$ cat config.mk
export PLATFORM = sky130hd
export DESIGN_NAME = mcsb_sync
export DESIGN_NICKNAME = d
export VERILOG_FILES = /design/src/design/mcsb_pkg.sv /design/src/design/mcsb_sync.sv
export SDC_FILE = /design/constraint.sdc
export NUM_CORES = 1
export LEC_CHECK = 0
export ABC_CLOCK_PERIOD_IN_PS = 4100
export BUFFER_PORTS_ARGS = -buffer_cell sky130_fd_sc_hd__buf_4
export CAP_MARGIN = 10
export CORE_ASPECT_RATIO = 0.9
export CORE_MARGIN = 3
export CORE_UTILIZATION = 45
export DETAILED_ROUTE_END_ITERATION = 10
export PLACE_DENSITY = 0.63
export SLEW_MARGIN = 25
export SYNTH_ARGS = -nofsm -noshare
export SYNTH_HDL_FRONTEND = slang
export SYNTH_SLANG_ARGS = --single-unit
$ cat constraint.sdc
create_clock -name i_clk -period 4.1 [get_ports i_clk]
set_clock_uncertainty 0.15 [all_clocks]
set_input_delay 0.615 -clock i_clk [delete_from_list [all_inputs] [get_ports i_clk]]
set_output_delay 0.615 -clock i_clk [all_outputs]
set_load 0.01 [all_outputs]
$ cat src/design/mcsb_pkg.sv
// shared types, port codes and defaults for the multicore shared bus and sync ports unit
package mcsb_pkg;

    // default parameter values
    localparam int CORES_DEF        = 8;
    localparam int SHARED_START_DEF = 49152;

    // configuration register indexes and reset values
    localparam logic       CFG_GROUP_SIZE     = 1'b0;
    localparam logic       CFG_BARRIER_TARGET = 1'b1;
    localparam logic [7:0] GROUP_SIZE_RST     = 8'd8;
    localparam logic [3:0] BARRIER_TARGET_RST = 4'd8;

    // operation codes
    localparam logic [1:0] OP_MEM_READ  = 2'd0;
    localparam logic [1:0] OP_MEM_WRITE = 2'd1;
    localparam logic [1:0] OP_PORT_IN   = 2'd2;
    localparam logic [1:0] OP_PORT_OUT  = 2'd3;

    // i/o port numbers
    localparam logic [7:0] PORT_ID      = 8'h01;
    localparam logic [7:0] PORT_SIZE    = 8'h02;
    localparam logic [7:0] PORT_LOCK    = 8'h03;
    localparam logic [7:0] PORT_UNLOCK  = 8'h04;
    localparam logic [7:0] PORT_DONE    = 8'h08;
    localparam logic [7:0] PORT_BARRIER = 8'h09;
    localparam logic [7:0] PORT_READY   = 8'h0A;
    localparam logic [7:0] PORT_RESULT  = 8'h0B;

    // input beat
    typedef struct packed {
        logic [1:0]  op;
        logic [2:0]  core_id;
        logic [15:0] address;
        logic [7:0]  port_number;
        logic [7:0]  write_value;
    } t_in;

    // result beat
    typedef struct packed {
        logic [7:0]  read_data;
        logic [31:0] shared_reads;
        logic [31:0] shared_writes;
        logic [31:0] contention_ticks;
        logic [31:0] lock_acquisitions;
        logic [31:0] lock_spin_count;
        logic [3:0]  barrier_arrivals;
        logic        core_ready_flag;
        logic        core_halted_flag;
        logic [7:0]  core_reported_value;
        logic [7:0]  core_generic_out;
    } t_out;

endpackage

$ cat src/design/mcsb_sync.sv
// bus owner, counters, lock, barrier and per-core port state
module mcsb_sync #(
    parameter int NCORE  = 8,
    localparam int CORE_W = (NCORE > 1) ? $clog2(NCORE) : 1
) (
    input  logic              i_clk,
    input  logic              i_rst_n,
    input  logic              i_fire,
    input  logic [1:0]        i_op,
    input  logic [CORE_W-1:0] i_core,
    input  logic [2:0]        i_id,
    input  logic              i_shared,
    input  logic [7:0]        i_port,
    input  logic [7:0]        i_wval,
    input  logic [7:0]        i_group_size,
    input  logic [3:0]        i_barrier_target,
    output mcsb_pkg::t_out    o_res
);

    logic              r_owner_valid, n_owner_valid;
    logic [CORE_W-1:0] r_owner, n_owner;
    logic              r_lock_busy, n_lock_busy;
    logic [CORE_W-1:0] r_lock_holder, n_lock_holder;
    logic [31:0]       r_reads, n_reads;
    logic [31:0]       r_writes, n_writes;
    logic [31:0]       r_contention, n_contention;
    logic [31:0]       r_acquire, n_acquire;
    logic [31:0]       r_spin, n_spin;
    logic [3:0]        r_arrivals, n_arrivals;
    logic [NCORE-1:0]  r_arrived, n_arrived;
    logic [NCORE-1:0]  r_ready, n_ready;
    logic [NCORE-1:0]  r_halted, n_halted;
    logic [7:0]        r_reported [NCORE];
    logic [7:0]        n_reported [NCORE];
    logic [7:0]        r_generic [NCORE];
    logic [7:0]        n_generic [NCORE];
    logic [7:0]        port_rd;

    // next state and port read data for the presented access
    always_comb begin
        n_owner_valid = r_owner_valid;
        n_owner       = r_owner;
        n_lock_busy   = r_lock_busy;
        n_lock_holder = r_lock_holder;
        n_reads       = r_reads;
        n_writes      = r_writes;
        n_contention  = r_contention;
        n_acquire     = r_acquire;
        n_spin        = r_spin;
        n_arrivals    = r_arrivals;
        n_arrived     = r_arrived;
        n_ready       = r_ready;
        n_halted      = r_halted;
        n_reported    = r_reported;
        n_generic     = r_generic;
        port_rd       = 8'd0;
        case (i_op)
            mcsb_pkg::OP_MEM_READ, mcsb_pkg::OP_MEM_WRITE: begin
                if (i_shared) begin
                    if (i_op == mcsb_pkg::OP_MEM_READ) begin
                        n_reads = r_reads + 32'd1;
                    end else begin
                        n_writes = r_writes + 32'd1;
                    end
                    // ownership change counts a contention tick
                    if (!r_owner_valid || (r_owner != i_core)) begin
                        n_contention  = r_contention + 32'd1;
                        n_owner_valid = 1'b1;
                        n_owner       = i_core;
                    end
                end
            end
            mcsb_pkg::OP_PORT_IN: begin
                case (i_port)
                    mcsb_pkg::PORT_SIZE: begin
                        port_rd = i_group_size;
                    end
                    mcsb_pkg::PORT_LOCK: begin
                        if (!r_lock_busy) begin
                            n_lock_busy   = 1'b1;
                            n_lock_holder = i_core;
                            n_acquire     = r_acquire + 32'd1;
                        end else begin
                            n_spin  = r_spin + 32'd1;
                            port_rd = 8'd1;
                        end
                    end
                    mcsb_pkg::PORT_BARRIER: begin
                        if (!r_arrived[i_core]) begin
                            n_arrived[i_core] = 1'b1;
                            n_arrivals        = r_arrivals + 4'd1;
                        end
                        port_rd = {7'd0, (n_arrivals >= i_barrier_target)};
                    end
                    default: begin
                        // id port and unknown ports return the raw id
                        port_rd = {5'd0, i_id};
                    end
                endcase
            end
            mcsb_pkg::OP_PORT_OUT: begin
                case (i_port)
                    mcsb_pkg::PORT_UNLOCK: begin
                        if (r_lock_busy && (r_lock_holder == i_core)) begin
                            n_lock_busy = 1'b0;
                        end
                    end
                    mcsb_pkg::PORT_READY: begin
                        n_ready[i_core] = 1'b1;
                    end
                    mcsb_pkg::PORT_RESULT: begin
                        n_reported[i_core] = i_wval;
                    end
                    mcsb_pkg::PORT_DONE: begin
                        n_halted[i_core] = 1'b1;
                    end
                    default: begin
                        n_generic[i_core] = i_wval;
                    end
                endcase
            end
            default: begin
            end
        endcase
    end

    // result fields as seen after this access
    always_comb begin
        o_res.read_data           = port_rd;
        o_res.shared_reads        = n_reads;
        o_res.shared_writes       = n_writes;
        o_res.contention_ticks    = n_contention;
        o_res.lock_acquisitions   = n_acquire;
        o_res.lock_spin_count     = n_spin;
        o_res.barrier_arrivals    = n_arrivals;
        o_res.core_ready_flag     = n_ready[i_core];
        o_res.core_halted_flag    = n_halted[i_core];
        o_res.core_reported_value = n_reported[i_core];
        o_res.core_generic_out    = n_generic[i_core];
    end

    // state update on each accepted beat
    always_ff @(posedge i_clk) begin
        if (!i_rst_n) begin
            r_owner_valid <= 1'b0;
            r_owner       <= '0;
            r_lock_busy   <= 1'b0;
            r_lock_holder <= '0;
            r_reads       <= '0;
            r_writes      <= '0;
            r_contention  <= '0;
            r_acquire     <= '0;
            r_spin        <= '0;
            r_arrivals    <= '0;
            r_arrived     <= '0;
            r_ready       <= '0;
            r_halted      <= '0;
            for (int k = 0; k < NCORE; k++) begin
                r_reported[k] <= '0;
                r_generic[k]  <= '0;
            end
        end else if (i_fire) begin
            r_owner_valid <= n_owner_valid;
            r_owner       <= n_owner;
            r_lock_busy   <= n_lock_busy;
            r_lock_holder <= n_lock_holder;
            r_reads       <= n_reads;
            r_writes      <= n_writes;
            r_contention  <= n_contention;
            r_acquire     <= n_acquire;
            r_spin        <= n_spin;
            r_arrivals    <= n_arrivals;
            r_arrived     <= n_arrived;
            r_ready       <= n_ready;
            r_halted      <= n_halted;
            r_reported    <= n_reported;
            r_generic     <= n_generic;
        end
    end

endmodule

==> impl_metrics.env, run 1 <==
export IMPL_status="complete, no violations"
export IMPL_antenna_cells=0
export IMPL_total_power_mw=7.001
export IMPL_ys_flop_type="dfxtp_1"
export IMPL_max_stage_delay_ps=710
export IMPL_area_delta_synth_final_pct=18.05
export IMPL_synthesis_nets=2299
export IMPL_setup_viol=0
export IMPL_drive_gt1_share_pct=16.34
export IMPL_cp_arrival_ps=3180
export IMPL_ant_nets=0
export IMPL_critical_path_top_delay_family="simple AND/OR/NAND/NOR gates"
export IMPL_synthCells=2249
export IMPL_place_hpwl_mm=37.37
export IMPL_n_fill_cell=3905
export IMPL_cts_buffer_depth=3
export IMPL_cap_violations=0
export IMPL_tritoncts="yes"
export IMPL_cpMaxStageDelayCell="or4_4"
export IMPL_yosys_top_cells_area="dfxtp_1 34%, mux2i_1 11%, xnor2_1 9.1%"
export IMPL_dieArea_um2=45340
export IMPL_worstMarginPinSlew_ps=950.9
export IMPL_row_count=71
export IMPL_dr_pass1_iters=5
export IMPL_ctsHtreeMaxLevel=2
export IMPL_cp_start_kind="primary input"
export IMPL_clock_latency_ps=550
export IMPL_ir_worst_vdd_mv=0.2907
export IMPL_coreArea_um2=42020
export IMPL_yosys_cell_count_top_type="dfxtp_1"
export IMPL_synth_top_area_share_pct=33.66
export IMPL_layout_min_cycle_time_ps=3944
export IMPL_die_y_um=202.3
export IMPL_p_leak_nw=9.237
export IMPL_slew_headroom_pct=36.02
export IMPL_min_period_over_period_pct=96.20
export IMPL_hold_viol=0
export IMPL_path_cells="buf_4 -> or4_4 -> nor4_4 -> buf_4 -> mux2i_1 -> o22a_1 -> o21ai_0 -> or4_1 -> buf_4"
export IMPL_cts_hold_buf=0
export IMPL_gp_congestion=0.8784
export IMPL_start_util_pct=45.86
export IMPL_p_per_area_nw_per_um2=307.8
export IMPL_gr_total_overflow=0
export IMPL_synth_edf_count=0
export IMPL_via_per_inst=5.527
export IMPL_synth_top_cell_by_area="dfxtp_1"
export IMPL_fin_nets=2455
export IMPL_synth_warnings=0
export IMPL_clk_pin_slew_ps=60
export IMPL_drc_errors=0
export IMPL_critPathCaptureType="output port"
export IMPL_die_w_um=224.1
export IMPL_ys_seq_area_share_pct=33.66
export IMPL_synth_common_cells="324 x dfxtp_1, 217 x mux2i_1, 201 x xnor2_1"
export IMPL_grt_setup_unrepaired="false"
export IMPL_place_port_buffers=229
export IMPL_cts_root_buf="clkbuf_16"
export IMPL_wirelength_mm=54.19
export IMPL_hp_class="in -> reg"
export IMPL_required_ps=3340
export IMPL_first_iter_violations=1255
export IMPL_worstPathMaxFanout=17
export IMPL_path_class="in -> out"
export IMPL_ys_seq_elements=324
export IMPL_syn_area_um2=19270
export IMPL_async_flop_share_pct=0
export IMPL_cts_sink_count=324
export IMPL_yosys_cell_types_count=66
export IMPL_antenna_found_initial=0
export IMPL_num_vias=16490
export IMPL_pin_count=230
export IMPL_avgRoutedWirePerCell_um=18.17
export IMPL_grt_pass1_vias=15630
export IMPL_grt_pass1_wl_mm=85.95
export IMPL_grt_max_degree=123
export IMPL_setup_tns_ps=0
export IMPL_synth_area_per_cell_um2=8.568
export IMPL_grtUsageTotal_pct=23.21
export IMPL_crit_top_cell="buf_4"
export IMPL_clock_fmax_ghz=0.2535
export IMPL_crit_buf_inv=3
export IMPL_slew_violations=0
export IMPL_cts_buffers=39
cell type report:
type	instances	area, um2	share of cell area, %
well taps	547	684.4	3.009
inverters	18	67.56	0.2970
multi-input cells	1736	12020	52.84
clock buffers	56	1151	5.060
clock inverters	16	137.6	0.6051
flip-flops and latches	324	6486	28.51
repair buffers	286	2201	9.675
what timing repair did:
action | in CTS | in global routing
resized for setup | 0 | 1
setup buffers | 0 | 0
setup endpoints to repair | 0 | 1
routing by layer:
metal | vias to the layer above | wire (um) | share of wire (%) | track usage (%)
met5 | - | 0 | 0 | 0
met4 | 0 | 1187 | 2.2 | 6.989
met3 | 83 | 3467 | 6.4 | 4.545
met2 | 467 | 24030 | 44 | 36.18
met1 | 7872 | 25500 | 47 | 32.52
li1 | 8064 | - | - | -
final timing paths:
check	start	endpoint	slack, ps	cells after the start
max	i_port[5]	o_res[8]	160	9
min	i_core[0]	r_lock_holder[0]$_SDFFE_PN0P_	250	3
max reg2reg	r_lock_busy$_SDFFE_PN0P_	r_spin[31]$_SDFFE_PN0P_	1400	7
min reg2reg	r_halted[0]$_SDFFE_PN0P_	r_halted[0]$_SDFFE_PN0P_	310	1
placed cells by master, fill, tap and decap left out, types with 6 or more instances in the layout:
cell type / instances
o21a_1: 9
mux2i_1: 217
dfxtp_1: 324
buf_4: 281
a21boi_0: 50
or3_1: 15
nor4_1: 12
inv_1: 18
clkinv_2: 8
and4_1: 24
and3_1: 46
nor3_1: 28
nor2_2: 6
nand3_1: 151
and2_1: 147
nand4_1: 69
o21ai_0: 41
or2_2: 8
nor2_1: 80
ha_1: 10
nor4_4: 6
clkbuf_1: 7
a21oi_1: 24
mux2_2: 11
nor2b_1: 139
clkbuf_16: 40
xnor2_1: 201
nand2b_1: 24
nand2_1: 191
clkbuf_8: 9
or4_1: 18
xor2_1: 99
o22ai_1: 46
metrics by stage:
stage	utilization (%)	cells	instance area, um2	worst slack, ps	hold WS (ps)
after floorplan	-	2249	19270	434.2	285.2
after global placement	51.05	2911	21450	104.6	294.7
after detailed placement	51.05	2911	21450	149.7	303.6
after CTS	54.12	2983	22740	120.6	216.0
after global routing	54.13	2983	22750	19.11	242.7
final	54.13	2983	22750	155.9	251.6
worst min-delay path: cells and delay by family:
| family | cells | cell delay [ps] |
|---|---|---|
| buffers and inverters | 1 | 150 |
| and+or+nand+nor | 1 | 60 |
| AOI/OAI and AO/OA | 1 | 60 |
where the power goes:
group,total [mW],switching [mW],internal (mW)
Combinational,0.369,0.243,0.126
Clock,3.47,1.43,2.03
Sequential,3.16,0.00627,3.16
Total,7.00,1.68,5.32
logic make-up (layout without fill, tap and decap cells):
| kind of cell | after synthesis | in the layout | synth area share [%] |
|---|---|---|---|
| flops | 324 | 324 | 33.66 |
| fa+ha+maj | 10 | 10 | 0.6494 |
| compound gates | 199 | 199 | 6.740 |
| mux | 230 | 230 | 12.15 |
| simple gates | 997 | 997 | 29.10 |
| xor+xnor | 300 | 300 | 13.64 |
| buf+inv | 189 | 376 | 4.058 |
flip-flops by register name, summed over array words and instances, names as in the netlist, 32 cells and up:
register,cells
r_acquire,32
r_reads,32
r_spin,32
r_writes,32
r_generic,64
r_contention,32
r_reported,64
(Power assumes the default switching activity.)
==> inputs of run 2 (changes only) <==
--- a/config.mk
+++ b/config.mk
@@ -5,7 +5,7 @@
 export SDC_FILE = /design/constraint.sdc
 export NUM_CORES = 1
 export LEC_CHECK = 0
-export ABC_CLOCK_PERIOD_IN_PS = 4100
+export ABC_CLOCK_PERIOD_IN_PS = 4200
 export BUFFER_PORTS_ARGS = -buffer_cell sky130_fd_sc_hd__buf_4
 export CAP_MARGIN = 10
 export CORE_ASPECT_RATIO = 0.9
==> constraint.sdc (replaced) <==
create_clock -name i_clk -period 4.2 [get_ports i_clk]
set_clock_uncertainty 0.15 [all_clocks]
set_input_delay 0.63 -clock i_clk [delete_from_list [all_inputs] [get_ports i_clk]]
set_output_delay 0.63 -clock i_clk [all_outputs]
set_load 0.01 [all_outputs]
==> run 2 against run 1 <==
Register-to-register slack gained 260 ps. Sequential power decreased by 2%. Setup slack worse by 34 ps. Critical endpoint is now o_res[10]. Largest cell class unchanged.
==> impl_metrics.env, run 2 (synthesis gave the netlist of run 1 again) <==
export IMPL_cp_arrival_ps=3300
export IMPL_worstMarginPinSlew_ps=895.2
export IMPL_hold_viol=0
export IMPL_critical_path_top_delay_family="simple AND/OR/NAND/NOR gates"
export IMPL_cts_buffers=38
export IMPL_grt_setup_unrepaired="false"
export IMPL_num_vias=16450
export IMPL_n_fill_cell=3922
export IMPL_multiInputGateArea_um2=12020
export IMPL_largestRegisters="r_generic (64), r_reported (64)"
export IMPL_pin_count=230
export IMPL_setup_ws_ps=121.6
export IMPL_coreArea_um2=42020
export IMPL_start_util_pct=45.86
export IMPL_tritoncts="yes"
export IMPL_worstPathMaxFanout=9
export IMPL_p_leak_nw=9.172
export IMPL_gr_total_overflow=0
export IMPL_wirelength_mm=54.12
export IMPL_place_port_buffers=229
export IMPL_area_delta_synth_final_pct=17.42
export IMPL_dieArea_um2=45340
export IMPL_ctsHtreeMaxLevel=2
export IMPL_final_cell_mix="324 x dfxtp_1, 280 x buf_4, 217 x mux2i_1"
export IMPL_layout_min_cycle_time_ps=4078
export IMPL_drc_errors=0
export IMPL_ant_nets=0
export IMPL_drive_gt1_share_pct=15.88
export IMPL_crit_top_cell="buf_4"
export IMPL_max_stage_delay_ps=690
export IMPL_slew_headroom_pct=39.67
export IMPL_pre_cts_ws_ps=29.27
export IMPL_cap_violations=0
export IMPL_antenna_found_initial=0
export IMPL_avgRoutedWirePerCell_um=18.22
export IMPL_placed_cell_area_um2=21400
export IMPL_fin_nets=2451
export IMPL_regArea_um2=6486
export IMPL_finalInstanceArea_um2=22630
export IMPL_setup_viol=0
export IMPL_p_per_area_nw_per_um2=298.6
export IMPL_setup_tns_ps=0
export IMPL_final_common_cell="dfxtp_1"
export IMPL_grt_pass1_wl_mm=85.33
export IMPL_row_count=71
export IMPL_grt_pass1_vias=15450
export IMPL_hp_class="in -> reg"
export IMPL_cpMaxStageDelayCell="or4_4"
export IMPL_cts_sink_count=324
export IMPL_antenna_cells=0
export IMPL_clk_pin_slew_ps=50
export IMPL_critPathCaptureType="output port"
export IMPL_status="complete, no violations"
export IMPL_clock_latency_ps=560
export IMPL_place_hpwl_mm=37.47
export IMPL_grtUsageTotal_pct=23.08
export IMPL_min_period_over_period_pct=97.10
export IMPL_dr_pass1_iters=7
export IMPL_path_class="in -> out"
export IMPL_required_ps=3420
export IMPL_first_iter_violations=1120
export IMPL_slew_violations=0
export IMPL_ir_worst_vdd_mv=0.2523
export IMPL_via_per_inst=5.538
export IMPL_die_y_um=202.3
export IMPL_cts_buffer_depth=3
export IMPL_die_w_um=224.1
export IMPL_crit_buf_inv=3
export IMPL_clock_fmax_ghz=0.2452
export IMPL_cp_start_kind="primary input"
export IMPL_gp_congestion=0.9068
export IMPL_cts_root_buf="clkbuf_16"
export IMPL_timing_hold_ws_ps=300.7
export IMPL_grt_max_degree=133
export IMPL_path_cells="buf_4 -> or4_4 -> nor4_4 -> buf_4 -> mux2i_1 -> o22ai_1 -> a311oi_2 -> o211ai_1 -> buf_4"
==> run 2: cell count changes in the layout (fill, tap and decap cells not counted) <==
| cell | change |
|---|---|
| inv_6 | -1 |
| clkinv_2 | -4 |
| clkbuf_8 | -3 |
| buf_12 | -2 |
| clkbuf_1 | +1 |
| clkinv_4 | -2 |
| buf_4 | -1 |
| bufinv_16 | +2 |
| clkbuf_16 | -2 |
==> run 2: final cells by class <==
cell class              count  area share, %
inverters                  18         0.2986
multi-input cells        1736          53.12
flip-flops and latches    324          28.67
clock buffers              52          4.701
clock inverters            11         0.6691
well taps                 547          3.025
repair buffers            283          9.517
==> run 2: where the power goes <==
part           switching, mW  internal [mW]  total, mW  leakage [nW]
Combinational          0.236          0.121      0.357          5.97
Clock                   1.36           1.95       3.31         0.595
Sequential           0.00621           3.08       3.09          2.61
Total                   1.60           5.16       6.76          9.17
==> run 2: final timing paths <==
check | to | slack [ps] | from | cells past startpoint
worst max-delay path | o_res[10] | 120 | i_port[5] | 9
worst min-delay path | r_lock_holder[0]$_SDFFE_PN0P_ | 300 | i_core[0] | 3
worst max register to register | r_writes[27]$_SDFFE_PN0P_ | 1660 | r_writes[10]$_SDFFE_PN0P_ | 6
worst min register to register | r_halted[2]$_SDFFE_PN0P_ | 310 | r_halted[2]$_SDFFE_PN0P_ | 1
==> run 2: what timing repair did <==
action | 4_1_cts | 5_1_grt
hold buffers | 0 | 0
gates resized for setup | 0 | 1
endpoints found under the setup margin | 0 | 1
buffers inserted | 0 | 0
endpoints found under the hold margin | 0 | 0
==> run 2: tightest hold or removal path: stages <==
cell and delay (ps):
buf_4 160, nand2_1 70, a21boi_0 70
==> run 2: routing by layer <==
layer / track usage, % / wire length (um)
met4: 7.149 / 1374
met3: 3.877 / 3367
met5: 0 / 0
met2: 36.04 / 23840
met1: 32.62 / 25550
==> run 2: stage by stage <==
stage / utilization (%) / power (mW) / instances
finish: 53.85 / 6.756 / 2971
global route: 53.85 / 7.003 / 2971
CTS: 53.83 / 6.839 / 2971
detailed placement: 50.94 / 3.511 / 2908
global placement: 50.94 / 3.507 / 2908
floorplan: - / 3.377 / 2249
==> inputs of run 3 (changes only) <==
--- a/config.mk
+++ b/config.mk
@@ -11,6 +11,7 @@
 export CORE_ASPECT_RATIO = 0.9
 export CORE_MARGIN = 3
 export CORE_UTILIZATION = 45
+export CTS_BUF_LIST = sky130_fd_sc_hd__clkbuf_8
 export DETAILED_ROUTE_END_ITERATION = 10
 export PLACE_DENSITY = 0.63
 export SLEW_MARGIN = 25
==> run 3 against run 2 <==
Via count is 0.16% higher. Clock power is 9.1% lower. Final area is 0.20% lower. Largest cell class unchanged. Critical endpoint unchanged. Register-to-register slack worse by 20 ps. Non-clock buffer count stayed put.
==> impl_metrics.env, run 3 (synthesis gave the netlist of run 1 again) <==
export IMPL_cts_buffers=57
export IMPL_ant_nets=0
export IMPL_path_cells="buf_4 -> or4_4 -> nor4_4 -> buf_4 -> mux2i_1 -> o22ai_1 -> a311oi_2 -> o211ai_1 -> buf_4"
export IMPL_crit_top_cell="buf_4"
export IMPL_gr_total_overflow=0
export IMPL_antenna_cells=0
export IMPL_clk_pin_slew_ps=60
export IMPL_total_power_mw=6.453
export IMPL_ir_worst_vdd_mv=0.2902
export IMPL_hold_viol=0
export IMPL_placed_cell_area_um2=21400
export IMPL_antenna_found_initial=0
export IMPL_drive_gt1_share_pct=16.75
export IMPL_critPathLaunch="i_port[5]"
export IMPL_post_cts_resized=0
export IMPL_reg2reg_from="r_writes[10]$_SDFFE_PN0P_"
export IMPL_avgRoutedWirePerCell_um=18.04
export IMPL_first_iter_violations=1132
export IMPL_grt_pass1_vias=15600
export IMPL_slew_violations=0
export IMPL_cp_arrival_ps=3280
export IMPL_cts_sink_count=324
export IMPL_required_ps=3420
export IMPL_critPathCaptureType="output port"
export IMPL_grtUsageTotal_pct=23.15
export IMPL_largestRegisters="r_generic (64), r_reported (64)"
export IMPL_multiInputGateArea_um2=12020
export IMPL_place_port_buffers=229
export IMPL_cts_hold_buf=0
export IMPL_drc_errors=0
export IMPL_ctsHtreeMaxLevel=2
export IMPL_via_per_inst=5.481
export IMPL_num_vias=16480
export IMPL_layout_min_cycle_time_ps=4060
export IMPL_regArea_um2=6486
export IMPL_r2r_end="r_writes[25]$_SDFFE_PN0P_"
export IMPL_r2r_cells=6
export IMPL_worstPathMaxFanout=9
export IMPL_grt_max_degree=133
export IMPL_final_cell_mix="324 x dfxtp_1, 280 x buf_4, 217 x mux2i_1"
export IMPL_p_per_area_nw_per_um2=285.8
export IMPL_finalInstanceArea_um2=22580
export IMPL_setup_ws_ps=139.6
export IMPL_row_count=71
export IMPL_slew_headroom_pct=38.12
export IMPL_gp_congestion=0.9068
export IMPL_pre_cts_ws_ps=29.27
export IMPL_area_delta_synth_final_pct=17.18
export IMPL_pin_count=230
export IMPL_setup_viol=0
export IMPL_dr_pass1_iters=5
export IMPL_p_leak_nw=9.246
export IMPL_start_util_pct=45.86
export IMPL_r2r_slack_ps=1640
export IMPL_cp_start_kind="primary input"
export IMPL_n_fill_cell=3941
export IMPL_status="complete, no violations"
export IMPL_utilization_pct=53.74
export IMPL_crit_end="o_res[10]"
export IMPL_min_period_over_period_pct=96.68
export IMPL_fin_nets=2470
export IMPL_wirelength_mm=54.25
export IMPL_die_y_um=202.3
export IMPL_die_w_um=224.1
export IMPL_post_cts_buffers=0
export IMPL_cts_root_buf="clkbuf_8"
export IMPL_hp_class="in -> reg"
export IMPL_grt_setup_unrepaired="false"
export IMPL_final_common_cell="dfxtp_1"
export IMPL_clock_fmax_ghz=0.2463
export IMPL_place_hpwl_mm=37.47
export IMPL_coreArea_um2=42020
export IMPL_dieArea_um2=45340
export IMPL_path_class="in -> out"
export IMPL_max_stage_delay_ps=690
export IMPL_cts_buffer_depth=3
export IMPL_clock_latency_ps=670
export IMPL_worstMarginPinSlew_ps=919.8
export IMPL_grt_pass1_wl_mm=85.61
export IMPL_tritoncts="yes"
export IMPL_cpMaxStageDelayCell="or4_4"
export IMPL_cap_violations=0
-- run 3: cell count changes in the layout (fill, tap and decap cells not counted), sizes merged --
cell      delta
bufinv       -2
clkbuf      +22
inv         +17
clkinvlp     -1
-- run 3: area by class of cell --
class	count	share of cell area (%)
Clock inverter	25	0.6650
Timing Repair Buffer	283	9.537
Clock buffer	74	4.511
Inverter	18	0.2992
Sequential cell	324	28.73
Tap cell	547	3.031
Multi-Input combinational cell	1736	53.23
-- run 3: per-layer routing --
| metal | wire (um) | vias to the layer above | global-route usage (%) |
|---|---|---|---|
| met5 | 0 | - | 0 |
| met4 | 1349 | 0 | 7.423 |
| met3 | 3370 | 80 | 4.386 |
| met2 | 23770 | 493 | 35.84 |
| met1 | 25760 | 7822 | 32.57 |
| li1 | - | 8085 | - |
-- run 3: worst min path at each step --
stage,end,cells past startpoint,startpoint
4_1_cts,r_owner[0]$_SDFFE_PN0P_,3,i_core[0]
6_report,r_owner[0]$_SDFFE_PN0P_,3,i_core[0]
3_5_place_dp,r_halted[0]$_SDFFE_PN0P_,1,r_halted[0]$_SDFFE_PN0P_
2_1_floorplan,r_halted[2]$_SDFFE_PN0P_,1,r_halted[2]$_SDFFE_PN0P_
3_3_place_gp,r_halted[2]$_SDFFE_PN0P_,1,r_halted[2]$_SDFFE_PN0P_
5_1_grt,r_owner[0]$_SDFFE_PN0P_,3,i_core[0]
-- run 3: critical path, delay by kind of cell --
family	cells	cell delay, ps
AND/OR/NAND/NOR	2	1160
AO/OA/AOI/OAI	3	690
buffers and inverters	3	500
multiplexers	1	270
-- run 3: where the power goes --
group	leakage [nW]	internal (mW)	switching (mW)	total, mW
clock	0.670	1.63	1.37	3.01
sequential	2.61	3.08	0.00620	3.09
combinational	5.97	0.121	0.236	0.357
total	9.25	4.84	1.61	6.45
-- run 3: metrics by stage --
step / std cells / hold WS [ps] / setup TNS [ps]
2_1_floorplan: 2249 / 285.2 / 0
3_3_place_gp: 2908 / 295.2 / -18.77
3_5_place_dp: 2908 / 299.6 / 0
4_1_cts: 3007 / 119.2 / 0
5_1_grt: 3007 / 183.1 / 0
6_report: 3007 / 191.9 / 0
